## config.mk

```make
export PLATFORM = sky130hd
export DESIGN_NAME = frequent_item_support_ranker
export DESIGN_NICKNAME = d
export VERILOG_FILES = /design/src/rtl/fisr_pkg.sv /design/src/rtl/fisr_rank_unit.sv /design/src/rtl/frequent_item_support_ranker.sv
export VERILOG_INCLUDE_DIRS = /design/src /design/src/rtl
export SDC_FILE = /design/constraint.sdc
export NUM_CORES = 2
export LEC_CHECK = 0
export BUFFER_PORTS_ARGS = -buffer_cell sky130_fd_sc_hd__buf_4
export CORE_ASPECT_RATIO = 1.5
export CORE_MARGIN = 2
export CORE_UTILIZATION = 25
export DETAILED_ROUTE_END_ITERATION = 8
export GPL_TIMING_DRIVEN = 0
export HOLD_SLACK_MARGIN = 0.1
export PLACE_DENSITY = 0.36
export SLEW_MARGIN = 10
export SYNTH_ARGS = -nofsm -noshare
export SYNTH_HDL_FRONTEND = slang
export SYNTH_SLANG_ARGS = --single-unit
export TNS_END_PERCENT = 1
```

## constraint.sdc

```tcl
create_clock -name clk -period 11.9 [get_ports clk]
set_input_delay 1.785 -clock clk [delete_from_list [all_inputs] [get_ports clk]]
set_output_delay 1.785 -clock clk [all_outputs]
set_load 0.05 [all_outputs]
```

## src/rtl/assert_macros.svh

```systemverilog
// assertion macros used by frequent_item_support_ranker.sv
// no dependencies; expects clk and rst_n in the including scope
`ifndef ASSERT_MACROS_SVH
`define ASSERT_MACROS_SVH

// property sampled on the rising clock edge, off during reset
`define FISR_ASSERT(label, prop, msg) \
    label: assert property (@(posedge clk) disable iff (!rst_n) (prop)) \
        else $error(msg);

// next-cycle implication sampled on the rising clock edge
`define FISR_ASSERT_NEXT(label, ante, cons, msg) \
    label: assert property (@(posedge clk) disable iff (!rst_n) (ante) |=> (cons)) \
        else $error(msg);

`endif

```

## src/rtl/fisr_pkg.sv

```systemverilog
// shared types and constants of the frequent item support ranker
// no dependencies
package fisr_pkg;

    localparam int NUM_ITEMS    = 64;
    localparam int SUPPORT_BITS = 20;

    localparam int ITEM_IDX_W = (NUM_ITEMS > 1) ? $clog2(NUM_ITEMS) : 1;
    localparam int FREQ_W     = $clog2(NUM_ITEMS + 1);

    // fixed field widths
    localparam int ACTION_W   = 2;
    localparam int TSIZE_W    = 8;
    localparam int ID_W       = 6;
    localparam int RANK_W     = 6;
    localparam int SUP_FLD_W  = 20;
    localparam int FCOUNT_W   = 7;
    localparam int MINSUP_W   = 20;
    localparam int EXPK_W     = 8;
    localparam int CFG_IDX_W  = 2;
    localparam int CFG_DATA_W = 20;

    localparam int THR_W = (SUPPORT_BITS > MINSUP_W) ? SUPPORT_BITS : MINSUP_W;

    localparam logic [SUPPORT_BITS-1:0] SUPPORT_MAX = '1;

    // configuration register indexes
    localparam logic [CFG_IDX_W-1:0] CFG_MIN_SUPPORT = CFG_IDX_W'(0);
    localparam logic [CFG_IDX_W-1:0] CFG_EXPECTED_K  = CFG_IDX_W'(1);

    typedef enum logic [ACTION_W-1:0] {
        ACT_HEADER = 2'd0,
        ACT_ITEM   = 2'd1,
        ACT_FINISH = 2'd2
    } action_t;

    typedef struct packed {
        logic [ACTION_W-1:0] action;
        logic [TSIZE_W-1:0]  trans_size;
        logic [ID_W-1:0]     item_id;
    } fisr_in_t;

    typedef struct packed {
        logic [RANK_W-1:0]    rank;
        logic [ID_W-1:0]      ranked_item;
        logic [SUP_FLD_W-1:0] item_support;
        logic                 is_frequent;
        logic [FCOUNT_W-1:0]  frequent_count;
        logic [TSIZE_W-1:0]   size_limit;
        logic                 last;
    } fisr_out_t;

    // sequencer commands to the rank unit
    typedef struct packed {
        logic load;
        logic step;
    } fisr_rank_ctl_t;

endpackage

```

## src/rtl/fisr_rank_unit.sv

```systemverilog
// rank position unit: holds one pivot item and counts items that sort ahead of it
// depends on fisr_pkg
module fisr_rank_unit (
    input  logic                           clk,
    input  logic                           rst_n,
    input  fisr_pkg::fisr_rank_ctl_t       ctl,
    input  logic [fisr_pkg::SUPPORT_BITS-1:0] sup,
    input  logic [fisr_pkg::ITEM_IDX_W-1:0]   id,
    output logic [fisr_pkg::ITEM_IDX_W-1:0]   pos
);
    import fisr_pkg::*;

    logic [SUPPORT_BITS-1:0] pivot_sup_reg;
    logic [ITEM_IDX_W-1:0]   pivot_id_reg;
    logic [ITEM_IDX_W-1:0]   pos_reg;
    logic                    ahead;

    // higher support first, smaller id on a tie
    assign ahead = (sup > pivot_sup_reg) || ((sup == pivot_sup_reg) && (id < pivot_id_reg));

    always_ff @(posedge clk)
    begin
        if (ctl.load)
        begin
            pivot_sup_reg <= sup;
            pivot_id_reg  <= id;
        end
    end

    always_ff @(posedge clk or negedge rst_n)
    begin
        if (!rst_n)
        begin
            pos_reg <= '0;
        end
        else if (ctl.load)
        begin
            pos_reg <= '0;
        end
        else if (ctl.step && ahead)
        begin
            pos_reg <= pos_reg + 1'b1;
        end
    end

    assign pos = pos_reg;

endmodule

```

## src/rtl/frequent_item_support_ranker.sv

```systemverilog
// frequent item support ranker, top level: support counters, sequencer, result port
// depends on fisr_pkg, fisr_rank_unit and assert_macros.svh
//
// first pass of frequent itemset mining. a header word (action 0) raises the
// largest transaction size; an item word (action 1) bumps that item's saturating
// support counter by a read-modify-write of the counter memory, read in idle and
// written back in the inc state. a finish word (action 2) ranks all NUM_ITEMS
// items by descending support, ties to the smaller item id, then sends one result
// word per item in rank order with its support, frequent flag, the frequent item
// count and the mining size limit, and finally clears the counters and the
// largest size. ranking uses one comparator in the rank unit fed from the single
// read port of the counter memory: each item is compared against every item, and
// each result word is fetched through the erd1, erd2 and eload states and then
// held until the receiver takes it with out_ready high.
// in_ready is low from the finish word until the last result word is taken.
// counters need no clearing pass: one valid flop per counter stands in for zero.
// configuration writes are taken at any time (cfg_ready stays high); index 0 is
// min_support, index 1 is expected_k, other indexes are dropped
`include "assert_macros.svh"

module frequent_item_support_ranker (
    input  logic                           clk,
    input  logic                           rst_n,
    input  logic                           in_valid,
    output logic                           in_ready,
    input  fisr_pkg::fisr_in_t             in_data,
    output logic                           out_valid,
    input  logic                           out_ready,
    output fisr_pkg::fisr_out_t            out_data,
    input  logic                           cfg_valid,
    output logic                           cfg_ready,
    input  logic [fisr_pkg::CFG_IDX_W-1:0]  cfg_index,
    input  logic [fisr_pkg::CFG_DATA_W-1:0] cfg_data
);
    import fisr_pkg::*;

    typedef enum logic [3:0] {
        ST_IDLE,
        ST_INC,
        ST_PIV,
        ST_LOAD,
        ST_SCAN,
        ST_WRITE,
        ST_ERD1,
        ST_ERD2,
        ST_ELOAD,
        ST_EWAIT
    } state_t;

    state_t                 state_reg, state_next;
    logic [ITEM_IDX_W-1:0]  i_reg, i_next;          // pivot item during ranking
    logic [ITEM_IDX_W:0]    j_reg, j_next;          // candidate read pointer
    logic [ITEM_IDX_W-1:0]  r_reg, r_next;          // rank being sent
    logic [FREQ_W-1:0]      freq_reg, freq_next;
    logic [TSIZE_W-1:0]     largest_reg, largest_next;
    logic [MINSUP_W-1:0]    min_support_reg, min_support_next;
    logic [EXPK_W-1:0]      expected_k_reg, expected_k_next;
    logic [NUM_ITEMS-1:0]   sup_vld_reg, sup_vld_next;
    logic                   out_valid_reg, out_valid_next;
    fisr_out_t              out_data_reg, out_data_next;

    // support counter memory, one read and one write port
    logic [SUPPORT_BITS-1:0] sup_mem [NUM_ITEMS];
    logic [ITEM_IDX_W-1:0]   rd_addr;
    logic [SUPPORT_BITS-1:0] rd_data_reg;
    logic                    rd_vld_reg;
    logic [ITEM_IDX_W-1:0]   rd_id_reg;
    logic                    sup_we;
    logic [SUPPORT_BITS-1:0] rd_sup;
    logic [SUPPORT_BITS-1:0] sup_inc;

    // rank order memory, written during ranking, read while sending
    logic [ITEM_IDX_W-1:0]   rank_mem [NUM_ITEMS];
    logic                    rank_we;
    logic [ITEM_IDX_W-1:0]   rk_item_reg;

    fisr_rank_ctl_t          rank_ctl;
    logic [ITEM_IDX_W-1:0]   rank_pos;
    logic                    thr_meet;
    logic                    id_ok;
    logic [TSIZE_W-1:0]      size_limit;

    // a counter never written since the last clear reads as zero
    assign rd_sup   = rd_vld_reg ? rd_data_reg : '0;
    assign sup_inc  = (rd_sup == SUPPORT_MAX) ? rd_sup : rd_sup + 1'b1;
    assign thr_meet = THR_W'(rd_sup) >= THR_W'(min_support_reg);
    assign id_ok    = 32'(in_data.item_id) < NUM_ITEMS;

    // expected_k of zero, or above the largest size, falls back to the largest size
    assign size_limit = ((expected_k_reg == '0) || (largest_reg < expected_k_reg))
                        ? largest_reg : TSIZE_W'(expected_k_reg);

    always_ff @(posedge clk)
    begin
        if (sup_we)
        begin
            sup_mem[rd_id_reg] <= sup_inc;
        end
        rd_data_reg <= sup_mem[rd_addr];
        rd_vld_reg  <= sup_vld_reg[rd_addr];
        rd_id_reg   <= rd_addr;
    end

    always_ff @(posedge clk)
    begin
        if (rank_we)
        begin
            rank_mem[rank_pos] <= i_reg;
        end
        rk_item_reg <= rank_mem[r_reg];
    end

    fisr_rank_unit u_rank (
        .clk   (clk),
        .rst_n (rst_n),
        .ctl   (rank_ctl),
        .sup   (rd_sup),
        .id    (rd_id_reg),
        .pos   (rank_pos)
    );

    always_comb
    begin
        state_next       = state_reg;
        i_next           = i_reg;
        j_next           = j_reg;
        r_next           = r_reg;
        freq_next        = freq_reg;
        largest_next     = largest_reg;
        min_support_next = min_support_reg;
        expected_k_next  = expected_k_reg;
        sup_vld_next     = sup_vld_reg;
        out_valid_next   = out_valid_reg;
        out_data_next    = out_data_reg;
        rd_addr          = '0;
        sup_we           = 1'b0;
        rank_we          = 1'b0;
        rank_ctl         = '0;

        if (cfg_valid)
        begin
            case (cfg_index)
                CFG_MIN_SUPPORT: min_support_next = MINSUP_W'(cfg_data);
                CFG_EXPECTED_K:  expected_k_next  = EXPK_W'(cfg_data);
                default:         ;
            endcase
        end

        case (state_reg)
            ST_IDLE:
            begin
                rd_addr = in_data.item_id[ITEM_IDX_W-1:0];
                if (in_valid)
                begin
                    case (in_data.action)
                        ACT_HEADER:
                        begin
                            if (in_data.trans_size > largest_reg)
                            begin
                                largest_next = in_data.trans_size;
                            end
                        end
                        ACT_ITEM:
                        begin
                            if (id_ok)
                            begin
                                state_next = ST_INC;
                            end
                        end
                        ACT_FINISH:
                        begin
                            i_next     = '0;
                            freq_next  = '0;
                            state_next = ST_PIV;
                        end
                        default: ;
                    endcase
                end
            end
            ST_INC:
            begin
                // counter read last cycle, write back the saturated increment
                sup_we                  = 1'b1;
                sup_vld_next[rd_id_reg] = 1'b1;
                state_next              = ST_IDLE;
            end
            ST_PIV:
            begin
                rd_addr    = i_reg;
                state_next = ST_LOAD;
            end
            ST_LOAD:
            begin
                rank_ctl.load = 1'b1;
                if (thr_meet)
                begin
                    freq_next = FREQ_W'(freq_reg + 1'b1);
                end
                rd_addr    = '0;
                j_next     = (ITEM_IDX_W + 1)'(1);
                state_next = ST_SCAN;
            end
            ST_SCAN:
            begin
                // compare the candidate read last cycle, fetch the next one
                rank_ctl.step = 1'b1;
                if (j_reg == (ITEM_IDX_W + 1)'(NUM_ITEMS))
                begin
                    state_next = ST_WRITE;
                end
                else
                begin
                    rd_addr = j_reg[ITEM_IDX_W-1:0];
                    j_next  = j_reg + 1'b1;
                end
            end
            ST_WRITE:
            begin
                rank_we = 1'b1;
                if (i_reg == ITEM_IDX_W'(NUM_ITEMS - 1))
                begin
                    r_next     = '0;
                    state_next = ST_ERD1;
                end
                else
                begin
                    i_next     = i_reg + 1'b1;
                    state_next = ST_PIV;
                end
            end
            ST_ERD1:
            begin
                state_next = ST_ERD2;
            end
            ST_ERD2:
            begin
                rd_addr    = rk_item_reg;
                state_next = ST_ELOAD;
            end
            ST_ELOAD:
            begin
                out_data_next.rank           = RANK_W'(r_reg);
                out_data_next.ranked_item    = ID_W'(rd_id_reg);
                out_data_next.item_support   = SUP_FLD_W'(rd_sup);
                out_data_next.is_frequent    = thr_meet;
                out_data_next.frequent_count = FCOUNT_W'(freq_reg);
                out_data_next.size_limit     = size_limit;
                out_data_next.last           = (r_reg == ITEM_IDX_W'(NUM_ITEMS - 1));
                out_valid_next               = 1'b1;
                state_next                   = ST_EWAIT;
            end
            ST_EWAIT:
            begin
                if (out_ready)
                begin
                    out_valid_next = 1'b0;
                    if (r_reg == ITEM_IDX_W'(NUM_ITEMS - 1))
                    begin
                        // run done: clear counters and largest size
                        sup_vld_next = '0;
                        largest_next = '0;
                        state_next   = ST_IDLE;
                    end
                    else
                    begin
                        r_next     = r_reg + 1'b1;
                        state_next = ST_ERD1;
                    end
                end
            end
            default:
            begin
                state_next = ST_IDLE;
            end
        endcase
    end

    always_ff @(posedge clk or negedge rst_n)
    begin
        if (!rst_n)
        begin
            state_reg       <= ST_IDLE;
            i_reg           <= '0;
            j_reg           <= '0;
            r_reg           <= '0;
            freq_reg        <= '0;
            largest_reg     <= '0;
            min_support_reg <= MINSUP_W'(1);
            expected_k_reg  <= '0;
            sup_vld_reg     <= '0;
            out_valid_reg   <= 1'b0;
            out_data_reg    <= '0;
        end
        else
        begin
            state_reg       <= state_next;
            i_reg           <= i_next;
            j_reg           <= j_next;
            r_reg           <= r_next;
            freq_reg        <= freq_next;
            largest_reg     <= largest_next;
            min_support_reg <= min_support_next;
            expected_k_reg  <= expected_k_next;
            sup_vld_reg     <= sup_vld_next;
            out_valid_reg   <= out_valid_next;
            out_data_reg    <= out_data_next;
        end
    end

    assign in_ready  = (state_reg == ST_IDLE);
    assign cfg_ready = 1'b1;
    assign out_valid = out_valid_reg;
    assign out_data  = out_data_reg;

    // input side stays closed while a result word is pending
    `FISR_ASSERT(a_no_overlap, !(in_ready && out_valid), "input open while result pending")
    // taking the final word clears every counter and reopens the input
    `FISR_ASSERT_NEXT(a_clear_on_last, out_valid && out_ready && out_data.last,
        in_ready && (sup_vld_reg == '0) && (largest_reg == '0), "run state not cleared")
    // the last flag marks the final rank only
    `FISR_ASSERT(a_last_rank, !out_valid || (out_data.last == (out_data.rank == RANK_W'(NUM_ITEMS - 1))), "last flag off its rank")

endmodule

```

# Word-level counts from Yosys, hierarchy flattened
# Memory sizes are Yosys's and may differ from the RTL's. A register that Yosys moved wholly into a read port is not among the register bits.
# Index checks and enable logic that the tools add are counted.
[totals]
register_bits = 219
ram_bits = 1664
input_bits = 43
output_inout_bits = 52
memories = 2
[mem_list]
columns = ["memory", "words", "width", "read_ports", "rd_clocked_by_memory_dff", "write_ports", "line_no", "text"]
rows = [
  ["sup_mem", 64, 20, 1, 1, 1, "frequent_item_support_ranker.sv:63", "logic [SUPPORT_BITS-1:0] sup_mem [NUM_ITEMS];"],
  ["rank_mem", 64, 6, 1, 1, 1, "frequent_item_support_ranker.sv:73", "logic [ITEM_IDX_W-1:0] rank_mem [NUM_ITEMS];"],
]
[classes]
n_addsub = 6
n_lt_le_gt_ge = 8
n_eq_ne = 30
muxes = 51
n_bitwise = 1
reduce_logical = 27
[op_table]
columns = ["operator", "count"]
rows = [
  ["$mux 64", 2],
  ["$pmux 64 s2", 1],
  ["$or 64x64->64", 1],
  ["$mux 6", 9],
  ["$mux 8", 6],
  ["$mux 20", 2],
  ["$pmux 4 s9", 1],
  ["$mux 7", 4],
  ["$pmux 7 s2", 2],
  ["$pmux 6 s2", 2],
  ["$pmux 6 s4", 1],
  ["$add 20x1->20 const B", 1],
  ["$eq 20x20->1", 1],
  ["$eq 20x20->1 const B", 1],
  ["$ge 20x20->1", 1],
  ["$gt 20x20->1", 1],
  ["$add 6x1->6 const B", 3],
  ["$ne 2x2->1 const B", 9],
  ["$eq 4x3->1 const B", 4],
  ["$pmux 8 s2", 1],
  ["$reduce_and 4->1", 4],
  ["$reduce_bool 2->1", 8],
  ["$add 7x1->7 const B", 2],
  ["$lt 6x7->1 const B", 2],
  ["other kinds (28)", 54],
]

# Longest topological paths before layout
[logic_depth]
word_depth = 7
mapped_depth = 14
mapped_depth_nobuf = 11

# By module
# A second synthesis with hierarchy kept.
[hier_totals]
hier_cells = 5394
hier_area_um2 = 76801.2
[by_module_without_submodules]
columns = ["module", "instances", "cells_each", "area_per_inst_um2"]
rows = [
  ["frequent_item_support_ranker", 1, 5242, 75025.7],
  ["fisr_rank_unit", 1, 152, 1775.5],
]

# Worst setup path before layout
# OpenSTA, ideal clock, no wires.
[synth_path]
path_type = "flip-flop to flip-flop"
start = "register rd_vld_reg"
end = "memory sup_mem[0][15], data pin"
setup_time_ns = 0.567
arrival_time_ns = 4.164
setup_slack_ns = 7.168
path_stages_with_launch = 13
path_buffers = 3
cell_sequence = "dfxtp_1 > clkbuf_1 > clkbuf_1 > clkbuf_1 > and2_1 > ha_1 > nand3_1 > nor2_1 > nand4_1 > nand4_1 > nor4_1 > nand2_1 > xnor2_1"
[synth_via]
elab_chain_cells = 3
[synth_rtl]
columns = ["item", "line_no", "text"]
rows = [
  ["start: declaration", "frequent_item_support_ranker.sv:66", "logic rd_vld_reg;"],
  ["start signal: assignment", "frequent_item_support_ranker.sv:100", "rd_vld_reg <= sup_vld_reg[rd_addr];"],
  ["$mux 20 (*)", "frequent_item_support_ranker.sv:84", "assign rd_sup = rd_vld_reg ? rd_data_reg : '0;"],
  ["via rd_sup[1]", "frequent_item_support_ranker.sv:69", "logic [SUPPORT_BITS-1:0] rd_sup;"],
  ["$add 20x1->20 or $eq 20x20->1 (tied branches)", "frequent_item_support_ranker.sv:85", "assign sup_inc = (rd_sup == SUPPORT_MAX) ? rd_sup : rd_sup + 1'b1;"],
  ["$mux 20 (*)", "frequent_item_support_ranker.sv:85", ""],
  ["via sup_inc[15]", "frequent_item_support_ranker.sv:70", "logic [SUPPORT_BITS-1:0] sup_inc;"],
  ["end: declaration", "frequent_item_support_ranker.sv:63", ""],
]
# The timed path passes the listed nets; every way through them passes the cells marked *.

# Worst setup path after layout
[layout_path]
start = "register j_reg[0]"
end = "register rd_data_reg[18], read port of sup_mem"
[layout_via]
elab_chain_cells = 3
[layout_rtl]
columns = ["item", "line_no", "text"]
rows = [
  ["start: declaration", "frequent_item_support_ranker.sv:52", "logic [ITEM_IDX_W:0] j_reg, j_next;"],
  ["start signal: assignment", "frequent_item_support_ranker.sv:298", "j_reg <= j_next;"],
  ["$eq 7x7->1", "frequent_item_support_ranker.sv:207", "if (j_reg == (ITEM_IDX_W + 1)'(NUM_ITEMS))"],
  ["$mux 6 (*)", "frequent_item_support_ranker.sv:207", ""],
  ["$pmux 6 s4 (*)", "frequent_item_support_ranker.sv:149", "case (state_reg)"],
  ["end: declaration", "frequent_item_support_ranker.sv:65", "logic [SUPPORT_BITS-1:0] rd_data_reg;"],
]
# Mark *: on every way between the ends. The rest lies on a longest branch, timed or not.
# A chain may end at the register's enable or synchronous reset.

==> results.txt <==
* Result of the run: finished clean
- Fraction of registers with async set/reset: under 10%
- OpenSTA, run right after detailed placement, puts the worst setup slack at 4.923 ns.
* CTS tree: done
- Compound-gate portion of the synthesized area: about 3.9%
- The design draws 24.60 mW.
- Largest net degree at the start of global routing: 98
* Hold buffer count at cts: 0
* Final Cycle Share: 51.65%
* Antenna violations before repair: 42
- Post-route insts no fill: ~9700
- Post-Synthesis Mean Instance Area: 15.48 um2
- Dividing the detail-routed wire length by the instance count gives 28.73 um.
- Clock root buffer master: clkbuf_16
- By area, the combinational part of the netlist is dominated by simple AND/OR/NAND/NOR gates.
* Remaining DRCs: 0
- Most repeated library cell on the critical path: buf_2
- Setup repair after global routing missed its margin: no
- Sequential elements use 73.61% of the synthesized area.
* Worst hold path class: reg -> reg
* Post-CTS sizing: 0
- The clock reaches the later pin of the worst-skew pair after around 0.87 ns.
- Min setup slack post-route: 5.753 ns
* Boundary Pins: 95
- Number of maximum-capacitance constraint violations: 0
* Fill cell total of the finished layout: slightly above 30000
- Worst R2R Setup Slack: 5.75 ns
* Type of the worst setup path: reg -> reg
* Die area: 309200 um2
- Leading cell types by count after synthesis: 1690 x edfxtp_1, 1051 x nand2_1, 294 x mux4_2
* Data arrival at the endpoint of the critical path: about 6.7 ns
* VDD IR max: around 0.00014 V
- Top cell type's share of synthesized area: 66.63%
- Maximum level of the CTS H-tree: 4
- The worst setup path is launched from a register.
- The first global-routing pass estimated 383400 um of wire.
- Simple-gate portion of the synthesized area: 9.640%
- Adder-cell share of the synthesized area: 1.045%
- Drt total wl: 279100 um
- Relative slew margins: 3.728%
- In this run the number of cells on the critical path is 14.
* Required time of the worst setup path: 12.43 ns
- On the critical path the largest part of the delay comes from buffers and inverters.
- Reg2Reg Depth: 14
- Setup violators final: 0
- Dpl cell area: 85150 um2
* Post-synthesis mux area share: 9.522%
- CTS Buf Count: 194
- The worst hold path passes through 0 cells.
- Among all cell types in the netlist, the one instantiated most often is edfxtp_1.
* Worst-case clock buffer depth: 4
- Number of enable flip-flop cells after synthesis: 1690
- Dpl cells: between 9000 and 10000
* Post-CTS setup buffers: 0
* Peak per-stage delay on the critical path: 0.69 ns
- Walking the worst path, the cells encountered are inv_1 > ha_1 > a41oi_4 > a221oi_4 > buf_16 > buf_2 > buf_2 > buf_2 > buf_2 > buf_1 > nand3_1 > a21oi_1 > nand4b_1 > nand4_1.
* Highest attainable clock frequency: 0.1627 GHz
- Pleak: 30.74 nW
- Area growth, synth to finish: 20.40%
- Starting density of the core: 25.07%
- Power spread over the standard cell area amounts to around 270 nW/um2.
* Standard cell with the maximum stage delay on the critical path: buf_1
* CP Launch Point: j_reg[0]$_DFFE_PN0P_
* Primary flip-flop cell chosen by synthesis mapping: edfxtp_1
* Die span in x: 454.7 um
* Number of flip-flops under the largest register name: 1280
- STA classifies the critical path endpoint as a register.
* Worst Hold Launch: rd_id_reg[0]$_DFF_P_
- The synthesized netlist devotes 0.3335% of its cell area to XOR and XNOR gates.
- Clock transition at the registers of the reported paths: 0.07 ns
* Gr usage total: 17.84%
- During placement, the flow inserted port buffers numbering 93.
- At the pin with the least slew margin, the transition time is around 1.4 ns.
- Summed over all nets, the half-perimeter wirelength after detailed placement is a little over 200000 um.
* Top cells by area, synth: edfxtp_1 67%, mux4_2 8.7%, dfrtp_1 6.1%
- Post-layout net count: 5465
- Yosys printed 0 warnings.
- Die height: approximately 680 um
- Synthesis produced a netlist whose cell count is just under 5000.
* Violation count after the first detailed-routing iteration: 3443
- Most area-hungry cell type in the Yosys netlist: edfxtp_1
- After routing the design area is 91700 um2.
- In this run, distinct cell masters in the synthesized netlist total 71.
- FF+latch count, synth: roughly 1900
* Final hold violation count: 0
* Vias in the first global route: between 40000 and 50000
- Via total after detailed routing: 44400
* Initial DRT Pass Iterations: 5
- Worst hold slack: 0.4325 ns
* Max-slew violations: 0
* Post-route minimum period: roughly 6 ns
- Count of nets left with antenna violations after detail routing: 0
- The core region is 303800 um2.
- Final core utilization: 30.19%
* Std cell rows: 248
- Counting every sink on the clock net gives 1909.
* Gp weighted congestion: 0.8991
* Summed negative setup slack over all endpoints: 0 ns
- Via-to-Cell Ratio: roughly 4.6
* Net count after synthesis: 5026
- Skew final: 0.05262 ns
- Together, buffers and inverters on the worst path number 7.
- Largest fanout on the critical path: 10
- Of the cells placed in the final design, the portion with a size suffix greater than 1 is 19.26%.
* Startpoint of the worst-slack reg-to-reg timing path: j_reg[0]$_DFFE_PN0P_
- The cell area that synthesis handed to floorplanning was 76160 um2.
- Total overflow reported by the global router: 0
routing by layer:
metal	GRT usage [%]	wire length, um
met2	32.80	150400
met5	0	24
met4	9.128	14110
met1	20.15	106400
met3	2.007	8191
worst paths after layout:
check / end
hold / removal: u_rank.pivot_id_reg[0]$_DFFE_PP_
max in group asynchronous: min_support_reg[6]$_DFFE_PN0P_
hold reg to reg: u_rank.pivot_id_reg[0]$_DFFE_PP_
setup / recovery: rd_data_reg[18]$_DFF_P_
min in group asynchronous: out_data[43]$_DFFE_PN0P_
setup reg to reg: rd_data_reg[18]$_DFF_P_
kinds of logic (layout without fill, tap and decap cells):
family          Yosys count  after routing
xor+xnor                 29             29
fa+ha+maj                64             64
buf+inv                 363            952
compound gates          466            466
flops                  1909           1909
simple gates           1737           1737
mux                     352            352
other cells               1            206
report_power, final:
part           total [mW]  internal, mW  leakage (nW)  switching [mW]
clock                6.09          3.38          2.95            2.71
sequential           8.57          8.29          18.2           0.277
combinational        9.95          2.87          9.59            7.07
area by class of cell:
type	count	area (um2)	area share, %
flip-flops and latches	1909	56090	61.16
multi-input cells	2649	19520	21.28
clock buffers	253	5210	5.682
well taps	4000	5005	5.458
repair buffers	243	3049	3.325
plain buffers	280	1194	1.302
clock inverters	93	817.0	0.8910
diodes	205	513.0	0.5594
inverters	83	311.5	0.3397
worst reg2reg max path, stage by stage, from the launching register on:
cell,delay [ns]
dfrtp_1,0.53
inv_1,0.11
ha_1,0.19
a41oi_4,0.25
a221oi_4,0.42
buf_16,0.20
buf_2,0.67
buf_2,0.59
buf_2,0.48
buf_2,0.48
buf_1,0.71
nand3_1,0.19
a21oi_1,0.30
nand4b_1,0.26
nand4_1,0.46
cell usage in the layout (no fill, tap or decap), types with 35 or more instances in the layout:
cell       count
clkbuf_1     210
o21ai_0       60
edfxtp_1    1690
a31oi_1       88
buf_4        110
nand3_1      289
a311oi_1      49
clkinv_2      35
nor2_4        54
inv_1         80
clkbuf_16    197
buf_1         37
diode_2      205
buf_2         67
buf_6         49
mux2_2        39
nor2_1       189
buf_8         51
clkinv_1      37
ha_1          62
dfrtp_1      179
mux4_2       294
nand2_1     1051
a21oi_1      169
Note: power is estimated with default switching activity, not from simulation.
